[src/rtl/core/jcand_pkg.sv]
// shared types, codes and rank helper for the join candidate table
package jcand_pkg;

    // observation word as it enters the block
    typedef struct packed {
        logic [31:0]        org_key;
        logic [31:0]        site_key;
        logic [31:0]        network_low;
        logic [47:0]        relay_mac;
        logic [63:0]        proxy_node;
        logic [7:0]         radio_channel;
        logic signed [7:0]  signal_strength;
        logic [7:0]         hop_count;
        logic               authority_ok;
        logic               proxy_loaded;
        logic [63:0]        now_ms;
    } t_obs;

    // result word
    typedef struct packed {
        logic [1:0] outcome;
        logic [2:0] record_slot;
    } t_res;

    // queue entry between front and back
    typedef struct packed {
        t_obs obs;
        logic rej;
    } t_job;

    typedef enum logic [2:0] {
        ST_IDLE,
        ST_SCAN,
        ST_INSERT,
        ST_SLOT,
        ST_FINAL,
        ST_EMIT
    } t_state;

    localparam logic [1:0] OUTC_UPDATED  = 2'd0;
    localparam logic [1:0] OUTC_INSERTED = 2'd1;
    localparam logic [1:0] OUTC_EVICTED  = 2'd2;
    localparam logic [1:0] OUTC_REJECTED = 2'd3;

    localparam logic [7:0]  CHANNEL_MAX   = 8'd14;
    localparam logic [7:0]  GROUP_BIT     = 8'h01;
    localparam logic [31:0] FRESH_DEFAULT = 32'd30000;

    // a ranks strictly better than b: fewer hops, then stronger, then lower mac
    function automatic logic ranks_better(
        input logic [7:0]        ha,
        input logic signed [7:0] sa,
        input logic [47:0]       ma,
        input logic [7:0]        hb,
        input logic signed [7:0] sb,
        input logic [47:0]       mb
    );
        logic res;
        if (ha != hb) begin
            res = ha < hb;
        end else if (sa != sb) begin
            res = sa > sb;
        end else begin
            res = ma < mb;
        end
        return res;
    endfunction

endpackage

[src/rtl/core/jcand_queue.sv]
// two-entry queue between front and back
module jcand_queue (
    input  logic              i_clk,
    input  logic              i_rst_n,
    input  logic              i_push,
    input  jcand_pkg::t_job   i_job,
    input  logic              i_pop,
    output logic              o_valid,
    output logic              o_full,
    output jcand_pkg::t_job   o_job
);

    jcand_pkg::t_job r_mem [2];
    logic            r_wp;
    logic            r_rp;
    logic [1:0]      r_cnt;

    // pointers and fill count
    always_ff @(posedge i_clk) begin
        if (!i_rst_n) begin
            r_wp  <= 1'b0;
            r_rp  <= 1'b0;
            r_cnt <= '0;
        end else begin
            if (i_push) begin
                r_wp <= !r_wp;
            end
            if (i_pop) begin
                r_rp <= !r_rp;
            end
            r_cnt <= r_cnt + 2'(i_push) - 2'(i_pop);
        end
    end

    // storage
    always_ff @(posedge i_clk) begin
        if (i_push) begin
            r_mem[r_wp] <= i_job;
        end
    end

    assign o_valid = r_cnt != '0;
    assign o_full  = r_cnt == 2'd2;
    assign o_job   = r_mem[r_rp];

endmodule

[config.mk]
export PLATFORM = sky130hd
export DESIGN_NAME = jcand_queue
export DESIGN_NICKNAME = d
export VERILOG_FILES = /design/src/rtl/core/jcand_pkg.sv /design/src/rtl/core/jcand_queue.sv
export SDC_FILE = /design/constraint.sdc
export NUM_CORES = 1
export LEC_CHECK = 0
export ABC_AREA = 0
export BUFFER_PORTS_ARGS = -buffer_cell sky130_fd_sc_hd__buf_2
export CAP_MARGIN = 20
export CORE_AREA = 5 5 232 234
export DETAILED_ROUTE_END_ITERATION = 16
export DIE_AREA = 0 0 237 239
export GPL_TIMING_DRIVEN = 0
export PLACE_DENSITY = 0.74
export SLEW_MARGIN = 20
export SYNTH_ARGS = -nofsm -noshare
export SYNTH_HDL_FRONTEND = slang
export SYNTH_SLANG_ARGS = --single-unit
[constraint.sdc]
create_clock -name i_clk -period 24.5 [get_ports i_clk]
set_input_delay 3.675 -clock i_clk [delete_from_list [all_inputs] [get_ports i_clk]]
set_output_delay 3.675 -clock i_clk [all_outputs]
set_load 0.01 [all_outputs]
==> metrics.txt <==
io pins 604; MaxCap Viol Count 0; cell taking the most area after synthesis edfxtp_1; top cell type's share of synthesized area 79.4%; htree depth 2; Arr. time, crit path 2.14 ns; vias in the first global route 12200; CP max FO 10; commonest non-fill, non-tap cell in the layout buf_2; largest net degree at the start of global routing 54; Root Buffer clkbuf_16; register area share after synthesis 79.9%; Worst-Margin Slew 0.639 ns; CP dominant cell by count buf_6; final wirelength 50900 µm; Non-Filler Instances 2386; routed vias/inst 4.80; Final nets 1940; Fill cells 3920; clk_skew 0.0145 ns; critical path type reg2out; Hold Slack 0.615 ns; most frequent cells in the layout 612 x buf_2, 598 x edfxtp_1, 200 x mux2_4, 99 x mux2_2, 59 x clkbuf_16; fin area 28900 µm²; Worst VDD drop 67.7 µV; sum of negative setup slack 0 ns; CTS Hold Bufs 0; CP Cell Sequence buf_4 > buf_6 > buf_6 > mux2_4 > buf_2; routed len/inst 21.3 µm; row count 84; GR Overflow Total 0; CP Launch Type register; clk_lat worst skew 0.59 ns; DRC Markers 0; antenna violations before repair 18; clk slew on worst S/H paths 0.06 ns; hold crit path type reg2reg; share of layout cells above drive strength 1 61.7%; Crit path largest cell delay 0.32 ns; CTS Buffer Depth 3; GPL Wtd Cong 0.816; Yosys cell types 15; width of the die 237 µm; via count 11400; Worst EP required 20.82 ns; Post-Syn Nets 1256; syn avg cell area 23.8 µm²; Pre-antenna DRT Iters 4; post-synthesis cell area 22600 µm²; multi-input logic area 4250 µm²; dpl hpwl 37700 µm; CTS tree built; dpl cells 2262; number of synthesized register bits 603; Area Growth Syn to Fin 27.7%; Slew Limit Headroom 57.3%; fin crit period 5.82 ns; Max Clock Freq 0.172 GHz; die area 56600 µm²; RSZ-0062 raised after global routing false; drt first-iter violations 549; Global Route Usage Sum 17.0%; P_leak 0.0113 µW; Final Hold Fails 0; port bufs 603; # setup viols final 0; clk sinks 603; sequential cell area 18100 µm²; Critical Path End Type output port; global-route wire length before repair 73300 µm; CP max-delay cell dfxtp_1; status completed; Post-CTS Setup Bufs 0; Routed Antenna Nets 0; Power Density 81.3 nW/µm²; starting density of the core 43.6%; Final Util 55.7%; fin crit share 23.7%; CTS resizes 0; Num CTS Buffers 59; yosys warns 0; Post-Syn Instances 951; Die Ht 239 µm; top post-synthesis cells by area edfxtp_1 79%, mux2_4 13%, mux2_2 4.9%; Slew Viols, Final 0; cell area after placement 27000 µm²; core area 51800 µm²
[state kept, by name, indices dropped and copies added (netlist names), named ones only]
name and count:
r_mem 598, r_cnt 2, r_rp 1, r_wp 1
[metrics by stage]
stage          worst slack [ns]  total power, µW
6_report                  18.68             2350
3_3_place_gp             -0.596             1530
3_5_place_dp              18.43             1520
2_1_floorplan              6.86             1400
5_1_grt                   18.57             2440
4_1_cts                   18.57             2370
[worst paths after layout]
| kind | from | end | slack [ns] | depth (start not counted) |
|---|---|---|---|---|
| worst max-delay path | register | o_job[269] | 18.68 | 5 |
| worst min-delay path | r_rp | r_rp | 0.62 | 2 |
| worst max register to register | r_wp | r_mem[0][221] | 21.93 | 7 |
| worst min register to register | r_rp | r_rp | 0.62 | 2 |
[power by group]
part,total (µW),internal [µW],switching (µW),leakage [µW]
clock network,859,493,366,0.000906
registers,1210,1190,12.6,0.00565
logic,284,143,141,0.00472
total,2350,1830,520,0.0113
[worst max-delay path, delay by kind of cell, from the launching register on]
| family | cells | cell delay [ns] |
|---|---|---|
| buffers and inverters | 4 | 0.87 |
| flip-flops | 1 | 0.32 |
| multiplexers | 1 | 0.32 |
[synthesized netlist by cell type]
cell and count:
xor2_1 1, dfxtp_1 5, buf_6 22, mux2_2 99, or2_2 1, buf_2 9
inv_1 2, mux2_4 200, edfxtp_1 598, o21a_1 1, buf_4 2, ha_1 2
and2_1 4, nor2b_1 4, xnor3_1 1
[kinds of logic (layout without fill, tap and decap cells)]
logic type	count (synthesis)	in the layout	share of synthesized area, %
DFF	603	603	79.9
muxes	299	299	18.2
xor gates and xnor gates	2	2	0.138
other	0	14	0
adders and majority gates	2	2	0.111
AOI/OAI and AO/OA	1	1	0.0332
buffers and inverters	35	768	1.39
and+or+nand+nor	9	9	0.249
[final cells by class]
type,instances,share of cell area [%]
Buffer,33,1.07
Inverter,2,0.0260
Sequential cell,603,62.5
Clock buffer,67,5.22
Antenna cell,14,0.121
Tap cell,688,2.98
Clock inverter,43,1.17
Timing Repair Buffer,623,12.2
Multi-Input combinational cell,313,14.7
[layer usage]
metal  wire length, µm  up-vias  global-route usage [%]
met1             18200     5666                    19.1
met5                48        -                       0
met3              3990      112                    4.89
met2             26800      442                    30.3
li1                  -     5219                       -
met4              1830        8                    7.17
No activity file was read; power rests on OpenSTA's default activity.
