<file path="src/rtl/core/jcand_pkg.sv">
// shared types, codes and rank helper for the join candidate table
package jcand_pkg;

    // observation word as it enters the block
    typedef struct packed {
        logic [31:0]        org_key;
        logic [31:0]        site_key;
        logic [31:0]        network_low;
        logic [47:0]        relay_mac;
        logic [63:0]        proxy_node;
        logic [7:0]         radio_channel;
        logic signed [7:0]  signal_strength;
        logic [7:0]         hop_count;
        logic               authority_ok;
        logic               proxy_loaded;
        logic [63:0]        now_ms;
    } t_obs;

    // result word
    typedef struct packed {
        logic [1:0] outcome;
        logic [2:0] record_slot;
    } t_res;

    // queue entry between front and back
    typedef struct packed {
        t_obs obs;
        logic rej;
    } t_job;

    typedef enum logic [2:0] {
        ST_IDLE,
        ST_SCAN,
        ST_INSERT,
        ST_SLOT,
        ST_FINAL,
        ST_EMIT
    } t_state;

    localparam logic [1:0] OUTC_UPDATED  = 2'd0;
    localparam logic [1:0] OUTC_INSERTED = 2'd1;
    localparam logic [1:0] OUTC_EVICTED  = 2'd2;
    localparam logic [1:0] OUTC_REJECTED = 2'd3;

    localparam logic [7:0]  CHANNEL_MAX   = 8'd14;
    localparam logic [7:0]  GROUP_BIT     = 8'h01;
    localparam logic [31:0] FRESH_DEFAULT = 32'd30000;

    // a ranks strictly better than b: fewer hops, then stronger, then lower mac
    function automatic logic ranks_better(
        input logic [7:0]        ha,
        input logic signed [7:0] sa,
        input logic [47:0]       ma,
        input logic [7:0]        hb,
        input logic signed [7:0] sb,
        input logic [47:0]       mb
    );
        logic res;
        if (ha != hb) begin
            res = ha < hb;
        end else if (sa != sb) begin
            res = sa > sb;
        end else begin
            res = ma < mb;
        end
        return res;
    endfunction

endpackage

</file>
<file path="src/rtl/core/jcand_front.sv">
// front end: clock check and observation validation
module jcand_front (
    input  logic              i_clk,
    input  logic              i_rst_n,
    input  logic              i_accept,
    input  jcand_pkg::t_obs   i_obs,
    output jcand_pkg::t_job   o_job,
    output logic              o_lost
);

    logic [63:0] r_last;
    logic        r_lost;
    logic        w_clk_good;
    logic        w_bad_key;
    logic        w_bad_proxy;

    // clock ordering against the last good time
    assign w_clk_good = !r_lost && (i_obs.now_ms >= r_last);

    always_ff @(posedge i_clk) begin
        if (!i_rst_n) begin
            r_last <= '0;
            r_lost <= 1'b0;
        end else if (i_accept) begin
            if (w_clk_good) begin
                r_last <= i_obs.now_ms;
            end else begin
                r_lost <= 1'b1;
            end
        end
    end

    // field checks
    assign w_bad_key = (i_obs.org_key == '0) || (i_obs.site_key == '0)
                    || (i_obs.network_low == '0);
    assign w_bad_proxy = (i_obs.proxy_node == '0) || (i_obs.proxy_node == '1)
                    || (i_obs.radio_channel == '0)
                    || (i_obs.radio_channel > jcand_pkg::CHANNEL_MAX)
                    || (i_obs.relay_mac == '0)
                    || ((i_obs.relay_mac[47:40] & jcand_pkg::GROUP_BIT) != '0);

    assign o_job.obs = i_obs;
    assign o_job.rej = !w_clk_good || w_bad_key || w_bad_proxy;
    assign o_lost    = r_lost;

endmodule

</file>
<file path="config.mk">
export PLATFORM = sky130hd
export DESIGN_NAME = jcand_front
export DESIGN_NICKNAME = d
export VERILOG_FILES = /design/src/rtl/core/jcand_pkg.sv /design/src/rtl/core/jcand_front.sv
export SDC_FILE = /design/constraint.sdc
export NUM_CORES = 1
export LEC_CHECK = 0
export BUFFER_PORTS_ARGS = -buffer_cell sky130_fd_sc_hd__buf_2
export CAP_MARGIN = 20
export CORE_AREA = 2 2 231 233
export DETAILED_ROUTE_END_ITERATION = 6
export DIE_AREA = 0 0 233 235
export PLACE_DENSITY = 0.34
export SLEW_MARGIN = 30
export SYNTH_ARGS = -nofsm -noshare
export SYNTH_HDL_FRONTEND = slang
export SYNTH_SLANG_ARGS = --single-unit
</file>
<file path="constraint.sdc">
create_clock -name i_clk -period 4.8 [get_ports i_clk]
set_clock_uncertainty 0.05 [all_clocks]
set_input_delay 0.72 -clock i_clk [delete_from_list [all_inputs] [get_ports i_clk]]
set_output_delay 0.72 -clock i_clk [all_outputs]
set_load 0.05 [all_outputs]
</file>
==> results.py <==
metrics = {
    "outcome": {
        "status": "completed",
    },
    "power": {
        "internal-power_mw": 1.29,
        "p_clk_share_pct": 27.1,
        "sw_frac_of_total_pct": 47.4,
        "p_leak_nw": 4.14,
        "power_mw": 2.46,
        "p_per_area_nw_per_um2": 280,
        "comb_power_share_pct": 48.1,
        "ir_worst_vdd_v": 0.000114,
        "p_seq_share_pct": 24.8,
        "switching_power_mw": 1.16,
    },
    "placement": {
        "gp_congestion": 0.931,
        "dp_hpwl_um": 44400,
        "portBuffers": 564,
    },
    "route": {
        "drtPass1Iterations": 5,
        "viasPerCell": 3.86,
        "ant_nets": 0,
        "vias": 7169,
        "route.detailed.drc": 0,
        "wl_per_cell_um": 26.7,
        "drt_iter0_drc": 274,
        "drt_wl_total_um": 49700,
    },
    "setup_path": {
        "crit_chain": "buf_2, ha_1, nand4_1, nor4_2, nand4_1, a311oi_1, nor4_2, buf_4, or4_1, buf_2",
        "cp_data_required_time_ps": 4030,
        "r2r_setup_slack_ps": 1500,
        "cp_num_buf_inv": 3,
        "crit_slowest_cell": "or4_1",
        "worstPathMaxFanout": 4,
        "cp_top_family": "simple AND/OR/NAND/NOR gates",
        "crit_path_end_kind": "output pin",
        "cp-start-kind": "input pin",
        "crit_arrival_ps": 3450,
        "critPathMaxStageDelay_ps": 560,
        "worst-setup-path-type": "input pin to output pin",
    },
    "floorplan": {
        "core_um2": 52200,
        "dieHeight_um": 235,
        "start_util_pct": 13.7,
        "die_x_um": 233,
        "die_area_um2": 54800,
        "io_pins": 601,
        "row_count": 84,
    },
    "synth": {
        "syn-num-nets": 1271,
        "synth_most_common_cell": "buf_4",
        "syn_inst": 906,
        "netlist_area_um2": 7140,
        "synth.area.top_cells": "buf_4 31%, dfxtp_1 18%, ha_1 11%, mux2i_1 9.0%, nand2_1 7.4%",
        "synth_top_area_share_pct": 31.3,
        "synth_top_area_cell": "buf_4",
        "ys_ff_latch": 65,
        "synth_common_cells": "298 x buf_4, 141 x nand2_1, 66 x inv_1",
        "ys_seq_area_share_pct": 18.2,
        "async_flop_share_pct": 0,
        "ys_warn_count": 0,
        "synth_edf_count": 0,
        "synthFlopType": "dfxtp_1",
        "syn_area_per_cell_um2": 7.88,
        "ys_types": 39,
    },
    "sta": {
        "rsz0062_at_grt": "false",
        "slew_headroom_pct": 56.7,
        "max_freq_mhz": 237,
        "setup_viol": 0,
        "layout_worst_path_cycle_share_pct": 88.0,
        "tightestPinTransition_ps": 645,
        "slew_viol_final": 0,
        "fin_setup_tns_ps": 0,
        "hold_viol": 0,
        "post-route-min-period_ps": 4220,
    },
    "clock_tree": {
        "cts_setup_buffers": 0,
        "worstSkewPairLatency_ps": 350,
        "max-clock-path-buffers": 2,
        "cts_resized": 0,
        "cts_made_buffers": 9,
        "cts_hold_buf": 0,
        "cts-root-buf": "clkbuf_16",
        "htree_levels": 3,
        "clkTransAtPathRegs_ps": 60,
        "clock_sink_count": 65,
        "cts_tree": "done",
    },
    "finish": {
        "insertedDiodeCount": 0,
        "fillCellCount": 6018,
        "utilization_pct": 16.8,
        "syn2layout_area_growth_pct": 22.8,
        "final_nets": 1532,
        "drive_gt1_share_pct": 50.5,
    },
    "global_route": {
        "track_usage_pct": 17.5,
        "antenna_found_initial": 10,
        "grt_pass1_vias": 6932,
        "grt_overflow": 0,
        "grt_max_degree": 91,
        "grt_pass1_wl_um": 64200,
    },
    "run": {
        "cap_viol_max_count": 0,
    },
    "hold_path": {
        "hold_path.class": "flip-flop to flip-flop",
    },
}
==> flip-flops by register name, summed over array words and instances (netlist names) <==
name    count
o_lost      1
r_last     64
==> per-stage QoR <==
| step | cells | instance area [µm²] | setup slack (ps) | hold WS, ps |
|---|---|---|---|---|
| CTS | 1858 | 8730 | 476 | 408 |
| global placement | 1843 | 8450 | 568 | 392 |
| finish | 1859 | 8760 | 575 | 405 |
| detailed placement | 1843 | 8460 | 495 | 398 |
| floorplan | 906 | 7140 | 1320 | 385 |
| global route | 1859 | 8760 | 366 | 419 |
==> kinds of logic (layout without fill, tap and decap cells) <==
logic type / count (synthesis) / in the layout / synth area share (%)
AOI/OAI and AO/OA: 52 / 52 / 4.51
adders and majority gates: 64 / 64 / 11.2
buffers and inverters: 385 / 650 / 37.4
DFF: 65 / 65 / 18.2
muxes: 64 / 64 / 8.98
and+or+nand+nor: 276 / 276 / 19.7
==> final timing paths <==
| kind | startpoint | end | cells after the start |
|---|---|---|---|
| setup / recovery | i_obs[59] | o_job[0] | 10 |
| hold / removal | r_last[52] | r_last[52] | 2 |
| setup reg to reg | r_last[59] | r_last[1] | 11 |
| hold reg to reg | r_last[52] | r_last[52] | 2 |
==> layout by cell type (no fill, tap or decap), drive strengths merged, types with 3 or more instances in the layout <==
cell | Yosys | routed
clkinv | 0 | 3
ha | 64 | 64
nor3 | 5 | 5
clkbuf | 14 | 11
nor4 | 63 | 63
inv | 66 | 66
nor2 | 6 | 6
buf | 305 | 569
o21ai | 10 | 10
a21oi | 27 | 27
dfxtp | 65 | 65
nand3 | 7 | 7
or4 | 3 | 3
nand2 | 141 | 141
nand4 | 42 | 42
and4 | 3 | 3
a211oi | 3 | 3
mux2i | 64 | 64
==> area by class of cell <==
class	instances	area, µm²	area share, %
multi-input cells	456	3180	36.3
repair buffers	569	2900	33.0
flip-flops and latches	65	1300	14.9
well taps	688	861	9.82
inverters	66	248	2.83
clock buffers	11	233	2.66
clock inverters	4	45.0	0.514
==> power by group through the flow <==
stage | sequential [mW] | combinational [mW] | clock (mW)
5_1_grt | 0.616 | 1.26 | 0.721
4_1_cts | 0.610 | 1.19 | 0.710
3_3_place_gp | 0.621 | 1.18 | 0
2_1_floorplan | 0.618 | 0.947 | 0
3_5_place_dp | 0.622 | 1.18 | 0
6_report | 0.610 | 1.18 | 0.665
==> worst min-delay path, cell delays in order (launching register included) <==
cell and delay (ps):
dfxtp_1 310, nand2_1 50, mux2i_1 50
==> per-layer routing <==
metal	part of all wire, %	wire (µm)	vias to the layer above	global-route usage [%]
met5	0.056	28	-	0
met4	4.0	1990	4	6.79
met3	9.6	4790	43	6.46
met2	49	24100	373	30.5
met1	38	18800	3428	19.1
li1	-	-	3321	-
No activity file was read; power rests on OpenSTA's default activity.
