### config.mk
export PLATFORM = sky130hd
export DESIGN_NAME = jcand_back
export DESIGN_NICKNAME = d
export VERILOG_FILES = /design/src/rtl/core/jcand_pkg.sv /design/src/rtl/core/jcand_back.sv
export SDC_FILE = /design/constraint.sdc
export NUM_CORES = 2
export LEC_CHECK = 0
export BUFFER_PORTS_ARGS = -buffer_cell sky130_fd_sc_hd__buf_4
export CAP_MARGIN = 15
export CORE_MARGIN = 5
export CORE_UTILIZATION = 30
export CTS_CLUSTER_DIAMETER = 30
export CTS_CLUSTER_SIZE = 30
export DETAILED_ROUTE_END_ITERATION = 6
export PLACE_DENSITY_LB_ADDON = 0.12
export SYNTH_ARGS = -nofsm -noshare
export SYNTH_HDL_FRONTEND = slang
export SYNTH_SLANG_ARGS = --single-unit
### constraint.sdc
create_clock -name i_clk -period 19.9 [get_ports i_clk]
set_input_delay 2.985 -clock i_clk [delete_from_list [all_inputs] [get_ports i_clk]]
set_output_delay 2.985 -clock i_clk [all_outputs]
set_load 0.01 [all_outputs]
### src/rtl/core/jcand_pkg.sv
// shared types, codes and rank helper for the join candidate table
package jcand_pkg;

    // observation word as it enters the block
    typedef struct packed {
        logic [31:0]        org_key;
        logic [31:0]        site_key;
        logic [31:0]        network_low;
        logic [47:0]        relay_mac;
        logic [63:0]        proxy_node;
        logic [7:0]         radio_channel;
        logic signed [7:0]  signal_strength;
        logic [7:0]         hop_count;
        logic               authority_ok;
        logic               proxy_loaded;
        logic [63:0]        now_ms;
    } t_obs;

    // result word
    typedef struct packed {
        logic [1:0] outcome;
        logic [2:0] record_slot;
    } t_res;

    // queue entry between front and back
    typedef struct packed {
        t_obs obs;
        logic rej;
    } t_job;

    typedef enum logic [2:0] {
        ST_IDLE,
        ST_SCAN,
        ST_INSERT,
        ST_SLOT,
        ST_FINAL,
        ST_EMIT
    } t_state;

    localparam logic [1:0] OUTC_UPDATED  = 2'd0;
    localparam logic [1:0] OUTC_INSERTED = 2'd1;
    localparam logic [1:0] OUTC_EVICTED  = 2'd2;
    localparam logic [1:0] OUTC_REJECTED = 2'd3;

    localparam logic [7:0]  CHANNEL_MAX   = 8'd14;
    localparam logic [7:0]  GROUP_BIT     = 8'h01;
    localparam logic [31:0] FRESH_DEFAULT = 32'd30000;

    // a ranks strictly better than b: fewer hops, then stronger, then lower mac
    function automatic logic ranks_better(
        input logic [7:0]        ha,
        input logic signed [7:0] sa,
        input logic [47:0]       ma,
        input logic [7:0]        hb,
        input logic signed [7:0] sb,
        input logic [47:0]       mb
    );
        logic res;
        if (ha != hb) begin
            res = ha < hb;
        end else if (sa != sb) begin
            res = sa > sb;
        end else begin
            res = ma < mb;
        end
        return res;
    endfunction

endpackage

### src/rtl/core/jcand_back.sv
// back end: record scan, insert or evict, slot refresh and result register
module jcand_back #(
    parameter int RECORDS            = 8,
    parameter int PROXIES_PER_RECORD = 2
) (
    input  logic              i_clk,
    input  logic              i_rst_n,
    input  logic [31:0]       i_fresh,
    input  logic              i_q_valid,
    input  jcand_pkg::t_job   i_q_job,
    output logic              o_q_pop,
    output logic              o_out_valid,
    input  logic              i_out_stall,
    output jcand_pkg::t_res   o_out_word
);

    localparam int SN = RECORDS * PROXIES_PER_RECORD;
    localparam int RW = (RECORDS > 1) ? $clog2(RECORDS) : 1;
    localparam int KW = (PROXIES_PER_RECORD > 1) ? $clog2(PROXIES_PER_RECORD) : 1;
    localparam int SW = (SN > 1) ? $clog2(SN) : 1;

    // record store
    logic [RECORDS-1:0] r_used;
    logic [31:0]        r_rec_org  [RECORDS];
    logic [31:0]        r_rec_site [RECORDS];
    logic [31:0]        r_rec_net  [RECORDS];
    logic [63:0]        r_rec_seen [RECORDS];

    // slot store
    logic [SN-1:0]      r_present;
    logic [47:0]        r_s_mac   [SN];
    logic [63:0]        r_s_node  [SN];
    logic [3:0]         r_s_chan  [SN];
    logic signed [7:0]  r_s_str   [SN];
    logic [7:0]         r_s_hops  [SN];
    logic [1:0]         r_s_flags [SN];
    logic [63:0]        r_s_seen  [SN];

    // sequencer state
    jcand_pkg::t_state r_state, n_state;
    jcand_pkg::t_obs   r_job, n_job;
    logic [RW-1:0]     r_idx, n_idx;
    logic [RW-1:0]     r_rec, n_rec;
    logic [1:0]        r_code, n_code;
    logic              r_free_v, n_free_v;
    logic [RW-1:0]     r_free_idx, n_free_idx;
    logic [RW-1:0]     r_old_idx, n_old_idx;
    logic [63:0]       r_old_time, n_old_time;
    logic [KW-1:0]     r_k, n_k;
    logic              r_sv, n_sv;
    logic [KW-1:0]     r_sidx, n_sidx;
    logic [63:0]       r_stime, n_stime;
    logic [7:0]        r_shops, n_shops;
    logic signed [7:0] r_sstr, n_sstr;
    logic [47:0]       r_smac, n_smac;
    logic              r_wv, n_wv;
    logic [KW-1:0]     r_widx, n_widx;
    logic [7:0]        r_whops, n_whops;
    logic signed [7:0] r_wstr, n_wstr;
    logic [47:0]       r_wmac, n_wmac;
    logic              r_oval, n_oval;
    jcand_pkg::t_res   r_out, n_out;

    logic              w_hit;
    logic [SW-1:0]     w_ridx;
    logic [SW-1:0]     w_widx_s;
    logic [KW-1:0]     w_wk;
    logic              w_slot_we;
    logic              w_fresh;
    logic              w_stale_take;
    logic              w_worst_take;

    // record compare at scan index
    assign w_hit = r_used[r_idx]
                && (r_rec_org[r_idx] == r_job.org_key)
                && (r_rec_site[r_idx] == r_job.site_key)
                && (r_rec_net[r_idx] == r_job.network_low);

    // slot addresses
    assign w_ridx   = SW'(int'(r_rec) * PROXIES_PER_RECORD + int'(r_k));
    assign w_widx_s = SW'(int'(r_rec) * PROXIES_PER_RECORD + int'(w_wk));

    // slot classification at the current slot
    assign w_fresh = (r_job.now_ms - r_s_seen[w_ridx]) <= {32'd0, i_fresh};
    assign w_stale_take = !w_fresh && (!r_sv || (r_s_seen[w_ridx] < r_stime)
        || ((r_s_seen[w_ridx] == r_stime)
            && jcand_pkg::ranks_better(r_shops, r_sstr, r_smac, r_s_hops[w_ridx],
                                       r_s_str[w_ridx], r_s_mac[w_ridx])));
    assign w_worst_take = !r_wv
        || jcand_pkg::ranks_better(r_whops, r_wstr, r_wmac, r_s_hops[w_ridx],
                                   r_s_str[w_ridx], r_s_mac[w_ridx]);

    // next state and outputs
    always_comb begin
        n_state    = r_state;
        n_job      = r_job;
        n_idx      = r_idx;
        n_rec      = r_rec;
        n_code     = r_code;
        n_free_v   = r_free_v;
        n_free_idx = r_free_idx;
        n_old_idx  = r_old_idx;
        n_old_time = r_old_time;
        n_k        = r_k;
        n_sv       = r_sv;
        n_sidx     = r_sidx;
        n_stime    = r_stime;
        n_shops    = r_shops;
        n_sstr     = r_sstr;
        n_smac     = r_smac;
        n_wv       = r_wv;
        n_widx     = r_widx;
        n_whops    = r_whops;
        n_wstr     = r_wstr;
        n_wmac     = r_wmac;
        n_oval     = r_oval && i_out_stall;
        n_out      = r_out;
        o_q_pop    = 1'b0;
        w_slot_we  = 1'b0;
        w_wk       = r_k;
        case (r_state)
            jcand_pkg::ST_IDLE: begin
                if (i_q_valid) begin
                    o_q_pop  = 1'b1;
                    n_job    = i_q_job.obs;
                    n_idx    = '0;
                    n_free_v = 1'b0;
                    if (i_q_job.rej) begin
                        n_code  = jcand_pkg::OUTC_REJECTED;
                        n_rec   = '0;
                        n_state = jcand_pkg::ST_EMIT;
                    end else begin
                        n_state = jcand_pkg::ST_SCAN;
                    end
                end
            end
            jcand_pkg::ST_SCAN: begin
                n_k  = '0;
                n_sv = 1'b0;
                n_wv = 1'b0;
                if (w_hit) begin
                    n_rec   = r_idx;
                    n_code  = jcand_pkg::OUTC_UPDATED;
                    n_state = jcand_pkg::ST_SLOT;
                end else begin
                    if (!r_used[r_idx] && !r_free_v) begin
                        n_free_v   = 1'b1;
                        n_free_idx = r_idx;
                    end
                    if ((r_idx == '0) || (r_rec_seen[r_idx] < r_old_time)) begin
                        n_old_idx  = r_idx;
                        n_old_time = r_rec_seen[r_idx];
                    end
                    if (int'(r_idx) == RECORDS - 1) begin
                        n_state = jcand_pkg::ST_INSERT;
                        if (n_free_v) begin
                            n_rec  = n_free_idx;
                            n_code = jcand_pkg::OUTC_INSERTED;
                        end else begin
                            n_rec  = n_old_idx;
                            n_code = jcand_pkg::OUTC_EVICTED;
                        end
                    end else begin
                        n_idx = r_idx + RW'(1);
                    end
                end
            end
            jcand_pkg::ST_INSERT: begin
                // fresh record: proxy goes to its first slot
                w_wk      = '0;
                w_slot_we = 1'b1;
                n_state   = jcand_pkg::ST_EMIT;
            end
            jcand_pkg::ST_SLOT: begin
                if (!r_present[w_ridx] || (r_s_mac[w_ridx] == r_job.relay_mac)) begin
                    w_slot_we = 1'b1;
                    n_state   = jcand_pkg::ST_EMIT;
                end else begin
                    if (w_stale_take) begin
                        n_sv    = 1'b1;
                        n_sidx  = r_k;
                        n_stime = r_s_seen[w_ridx];
                        n_shops = r_s_hops[w_ridx];
                        n_sstr  = r_s_str[w_ridx];
                        n_smac  = r_s_mac[w_ridx];
                    end
                    if (w_worst_take) begin
                        n_wv    = 1'b1;
                        n_widx  = r_k;
                        n_whops = r_s_hops[w_ridx];
                        n_wstr  = r_s_str[w_ridx];
                        n_wmac  = r_s_mac[w_ridx];
                    end
                    if (int'(r_k) == PROXIES_PER_RECORD - 1) begin
                        n_state = jcand_pkg::ST_FINAL;
                    end else begin
                        n_k = r_k + KW'(1);
                    end
                end
            end
            jcand_pkg::ST_FINAL: begin
                // stale slot first, else replace the worst if outranked
                if (r_sv) begin
                    w_wk      = r_sidx;
                    w_slot_we = 1'b1;
                end else begin
                    w_wk      = r_widx;
                    w_slot_we = r_wv && jcand_pkg::ranks_better(r_job.hop_count,
                        r_job.signal_strength, r_job.relay_mac, r_whops, r_wstr, r_wmac);
                end
                n_state = jcand_pkg::ST_EMIT;
            end
            jcand_pkg::ST_EMIT: begin
                if (!r_oval || !i_out_stall) begin
                    n_oval            = 1'b1;
                    n_out.outcome     = r_code;
                    n_out.record_slot = 3'(r_rec);
                    n_state           = jcand_pkg::ST_IDLE;
                end
            end
            default: begin
                n_state = jcand_pkg::ST_IDLE;
            end
        endcase
    end

    // state register
    always_ff @(posedge i_clk) begin
        if (!i_rst_n) begin
            r_state <= jcand_pkg::ST_IDLE;
            r_oval  <= 1'b0;
        end else begin
            r_state <= n_state;
            r_oval  <= n_oval;
        end
    end

    // working registers
    always_ff @(posedge i_clk) begin
        r_job      <= n_job;
        r_idx      <= n_idx;
        r_rec      <= n_rec;
        r_code     <= n_code;
        r_free_v   <= n_free_v;
        r_free_idx <= n_free_idx;
        r_old_idx  <= n_old_idx;
        r_old_time <= n_old_time;
        r_k        <= n_k;
        r_sv       <= n_sv;
        r_sidx     <= n_sidx;
        r_stime    <= n_stime;
        r_shops    <= n_shops;
        r_sstr     <= n_sstr;
        r_smac     <= n_smac;
        r_wv       <= n_wv;
        r_widx     <= n_widx;
        r_whops    <= n_whops;
        r_wstr     <= n_wstr;
        r_wmac     <= n_wmac;
        r_out      <= n_out;
    end

    // used and present bits; an inserted record keeps only its first slot
    always_ff @(posedge i_clk) begin
        if (!i_rst_n) begin
            r_used    <= '0;
            r_present <= '0;
        end else begin
            if (r_state == jcand_pkg::ST_INSERT) begin
                r_used[r_rec] <= 1'b1;
                for (int k = 0; k < PROXIES_PER_RECORD; k++) begin
                    r_present[SW'(int'(r_rec) * PROXIES_PER_RECORD + k)] <= (k == 0);
                end
            end else if (w_slot_we) begin
                r_present[w_widx_s] <= 1'b1;
            end
        end
    end

    // record payload
    always_ff @(posedge i_clk) begin
        if (r_state == jcand_pkg::ST_INSERT) begin
            r_rec_org[r_rec]  <= r_job.org_key;
            r_rec_site[r_rec] <= r_job.site_key;
            r_rec_net[r_rec]  <= r_job.network_low;
            r_rec_seen[r_rec] <= r_job.now_ms;
        end else if ((r_state == jcand_pkg::ST_SCAN) && w_hit) begin
            r_rec_seen[r_idx] <= r_job.now_ms;
        end
    end

    // slot payload
    always_ff @(posedge i_clk) begin
        if (w_slot_we) begin
            r_s_mac[w_widx_s]   <= r_job.relay_mac;
            r_s_node[w_widx_s]  <= r_job.proxy_node;
            r_s_chan[w_widx_s]  <= r_job.radio_channel[3:0];
            r_s_str[w_widx_s]   <= r_job.signal_strength;
            r_s_hops[w_widx_s]  <= r_job.hop_count;
            r_s_flags[w_widx_s] <= {r_job.proxy_loaded, r_job.authority_ok};
            r_s_seen[w_widx_s]  <= r_job.now_ms;
        end
    end

    assign o_out_valid = r_oval;
    assign o_out_word  = r_out;

endmodule

==> impl_metrics.csv <==
group,metric,value,unit
run_status,status,"complete, no violations",
floorplanning,die_w,733,um
min_path,min_path_type,"flop to flop",
place,preCtsSetupSlack,8.04,ns
logic_synthesis,synth-edff-count,3833,
power_and_ir_drop,comb_power_share,11.6,%
clock_network,cts_tree,"yes",
logic_synthesis,netlist_top_cells_count,"3,833 x edfxtp_1, 857 x mux4_2, 415 x ha_1",
floorplanning,coreArea,521000,sq um
routing,drt_iter0_markers,6034,
setup_path,cp-start-kind,"flop",
clock_network,cts_setup_buffers,0,
floorplanning,rows,265,
place,dp_cells,15000,
global_route,grt_util_all_layers,16.9,%
power_and_ir_drop,ir_drop,0.0929,mV
final_layout,post-route-util,38.6,%
logic_synthesis,synthFlopType,"edfxtp_1",
routing,viasPerCell,4.86,
setup_path,crit_top_cell,"o21ai_0",
clock_network,clock_path_buffers,4,
power_and_ir_drop,seqPwrFrac,33.5,%
global_route,grt_max_degree,105,
clock_network,hold_buffers,0,
routing,vias,81600,
clock_network,root_buffer,"clkbuf_16",
timing,fmax,0.0846,GHz
timing,tightestPinTransition,1.17,ns
logic_synthesis,synth.avg_cell_area,19.9,sq um
setup_path,crit_required,20.49,ns
logic_synthesis,seq_area_frac_synth,73.9,%
setup_path,slowest_delay,1.07,ns
timing,max_slew_margin,22.3,%
global_route,grt_pass1_wl,657000,um
logic_synthesis,synth_area_leaders,"edfxtp_1 73%, mux4_2 12%, ha_1 3.3%",
timing,setup_viol,0,
routing,wl_per_cell,27.7,um
clock_network,cts_resized,0,
logic_synthesis,synth_cell_types,75,
final_layout,area_growth,28.4,%
timing,min_period_over_period,59.4,%
setup_path,path_max_fanout,98,
timing,min_period,11.82,ns
clock_network,htreeDepth,6,
routing,drtPass1Iterations,6,
power_and_ir_drop,clkPwrFrac,54.9,%
clock_network,cts_sinks,3864,
power_and_ir_drop,p_leak,0.0684,uW
logic_synthesis,yosys_warnings,0,
timing,worst_slack,8.08,ns
global_route,antenna_found_initial,55,
timing,rsz0062_at_grt,"no",
logic_synthesis,synth_fp_nets,8611,
final_layout,multiInputGateArea,38500,sq um
global_route,gr-total-overflow,0,
place,port_buffers,267,
power_and_ir_drop,p_per_area,139,nW/um^2
floorplanning,io_pins,342,
setup_path,path_class,"flop to flop",
power_and_ir_drop,p_sw,6970,uW
logic_synthesis,synth_most_common_cell,"edfxtp_1",
final_layout,layout-drive-gt1-share,30.7,%
logic_synthesis,synth_cells,7860,
setup_path,critical_path.slowest_cell,"edfxtp_1",
setup_path,end_kind,"flop",
timing,setup_tns,0,ns
logic_synthesis,ys_ff_latch,3864,
routing,wirelength,466000,um
logic_synthesis,yosysTopAreaCell,"edfxtp_1",
global_route,grt_pass1_vias,88500,
final_layout,regArea,116000,sq um
timing,finalClockSkew,0.158,ns
clock_network,clk_pin_slew_worst_paths,0.05,ns
timing,hold_viol,0,
timing,finalMaxSlewViolations,0,
clock_network,insertion_delay,1.16,ns
logic_synthesis,synth_area,157000,sq um
power_and_ir_drop,p_int,21100,uW
final_layout,fillers,47500,
final_layout,nets,9759,
power_and_ir_drop,netSwitchingFraction,24.8,%
place,hpwl,267000,um
logic_synthesis,async_flop_share,0,%
floorplanning,start_util,30.1,%
routing,drc,0,
place,gp_congestion,0.834,
floorplanning,die_area,537000,sq um
run,max_cap_violations,0,
floorplanning,die_y,733,um
logic_synthesis,yosys.area.top_type_share,73.5,%
setup_path,crit_arrival,12.42,ns
final_layout,instances_no_fill,16800,
clock_network,numCtsBuffers,944,
routing,antenna_left,0,
==> final timing paths <==
kind	cells past startpoint	slack, ns	endpoint	from
min	0	0.42	o_out_word[3]	r_code[0]
max	29	8.08	r_stime[44]	r_k
min reg2reg	0	0.42	o_out_word[3]	r_code[0]
max reg2reg	29	8.08	r_stime[44]	r_k
==> cell families after synthesis <==
| family | Yosys count | synth area share, % |
|---|---|---|
| flops | 3864 | 73.9 |
| simple gates | 849 | 2.66 |
| xor+xnor | 163 | 0.911 |
| compound gates | 679 | 2.84 |
| fa+ha+maj | 416 | 3.33 |
| buf+inv | 681 | 1.74 |
| mux | 1208 | 14.6 |
==> metrics by stage <==
step	power (uW)	hold slack (ns)	instance area, sq um
6_report	28000	0.422	201000
5_1_grt	29100	0.446	201000
4_1_cts	28400	0.422	201000
3_5_place_dp	12800	0.426	168000
3_3_place_gp	12800	0.418	168000
2_1_floorplan	11600	0.400	157000
==> cells in the final DEF, fill, tap and decap left out, types with 65 or more instances in the layout <==
cell and instances:
nand2_1 210, o22ai_1 69, nor3_1 65, clkbuf_1 115
mux2_2 100, clkinv_2 178, clkinv_1 158, bufinv_16 146
ha_1 415, clkinvlp_4 107, clkbuf_16 950, nor2_1 194
a21oi_1 166, nand4_1 108, o21ai_0 114, inv_1 380
a21o_1 102, buf_4 480, mux4_2 857, edfxtp_1 3833
mux2i_1 251, xnor2_1 114
==> state kept, by name (all words and copies together) (netlist names), 64 cells and up, named ones only <==
register    cells
r_s_seen     1024
r_rec_net     256
r_rec_site    256
r_job         224
r_stime        64
r_s_hops      128
r_s_str       128
r_s_mac       768
r_rec_seen    512
r_rec_org     256
r_old_time     64
==> layer usage <==
metal | part of all wire [%] | global-route usage [%] | vias to the layer above
met3 | 5.0 | 3.07 | 723
li1 | - | - | 35000
met5 | 0.0082 | 0 | -
met4 | 2.0 | 4.01 | 6
met1 | 45 | 23.0 | 43600
met2 | 48 | 28.2 | 2268
==> final cells by class <==
type                       instances  area share [%]
inverter                         382           0.719
clock inverter                   700            4.19
timing repair buffer             501            2.00
tap                             6942            4.32
antenna                           26          0.0324
sequential                      3864            57.6
clock buffer                    1065            12.0
multi-input combinational       3315            19.1
==> power by group through the flow <==
stage	Sequential [uW]	Combinational (uW)	Clock (uW)
final	9390	3250	15400
after global routing	9410	3540	16200
after CTS	9400	3330	15700
after detailed placement	9540	3310	0
after global placement	9530	3310	0
after floorplan	9490	2100	0
==> critical path, delay by kind of cell, from the launching register on <==
family	cells	cell delay, ns
xor+xnor	1	0.12
compound gates	10	3.09
flops	1	1.07
mux	2	1.20
buf+inv	5	2.23
simple gates	9	2.62
fa+ha+maj	2	0.65
No activity file was read; power rests on OpenSTA's default activity.
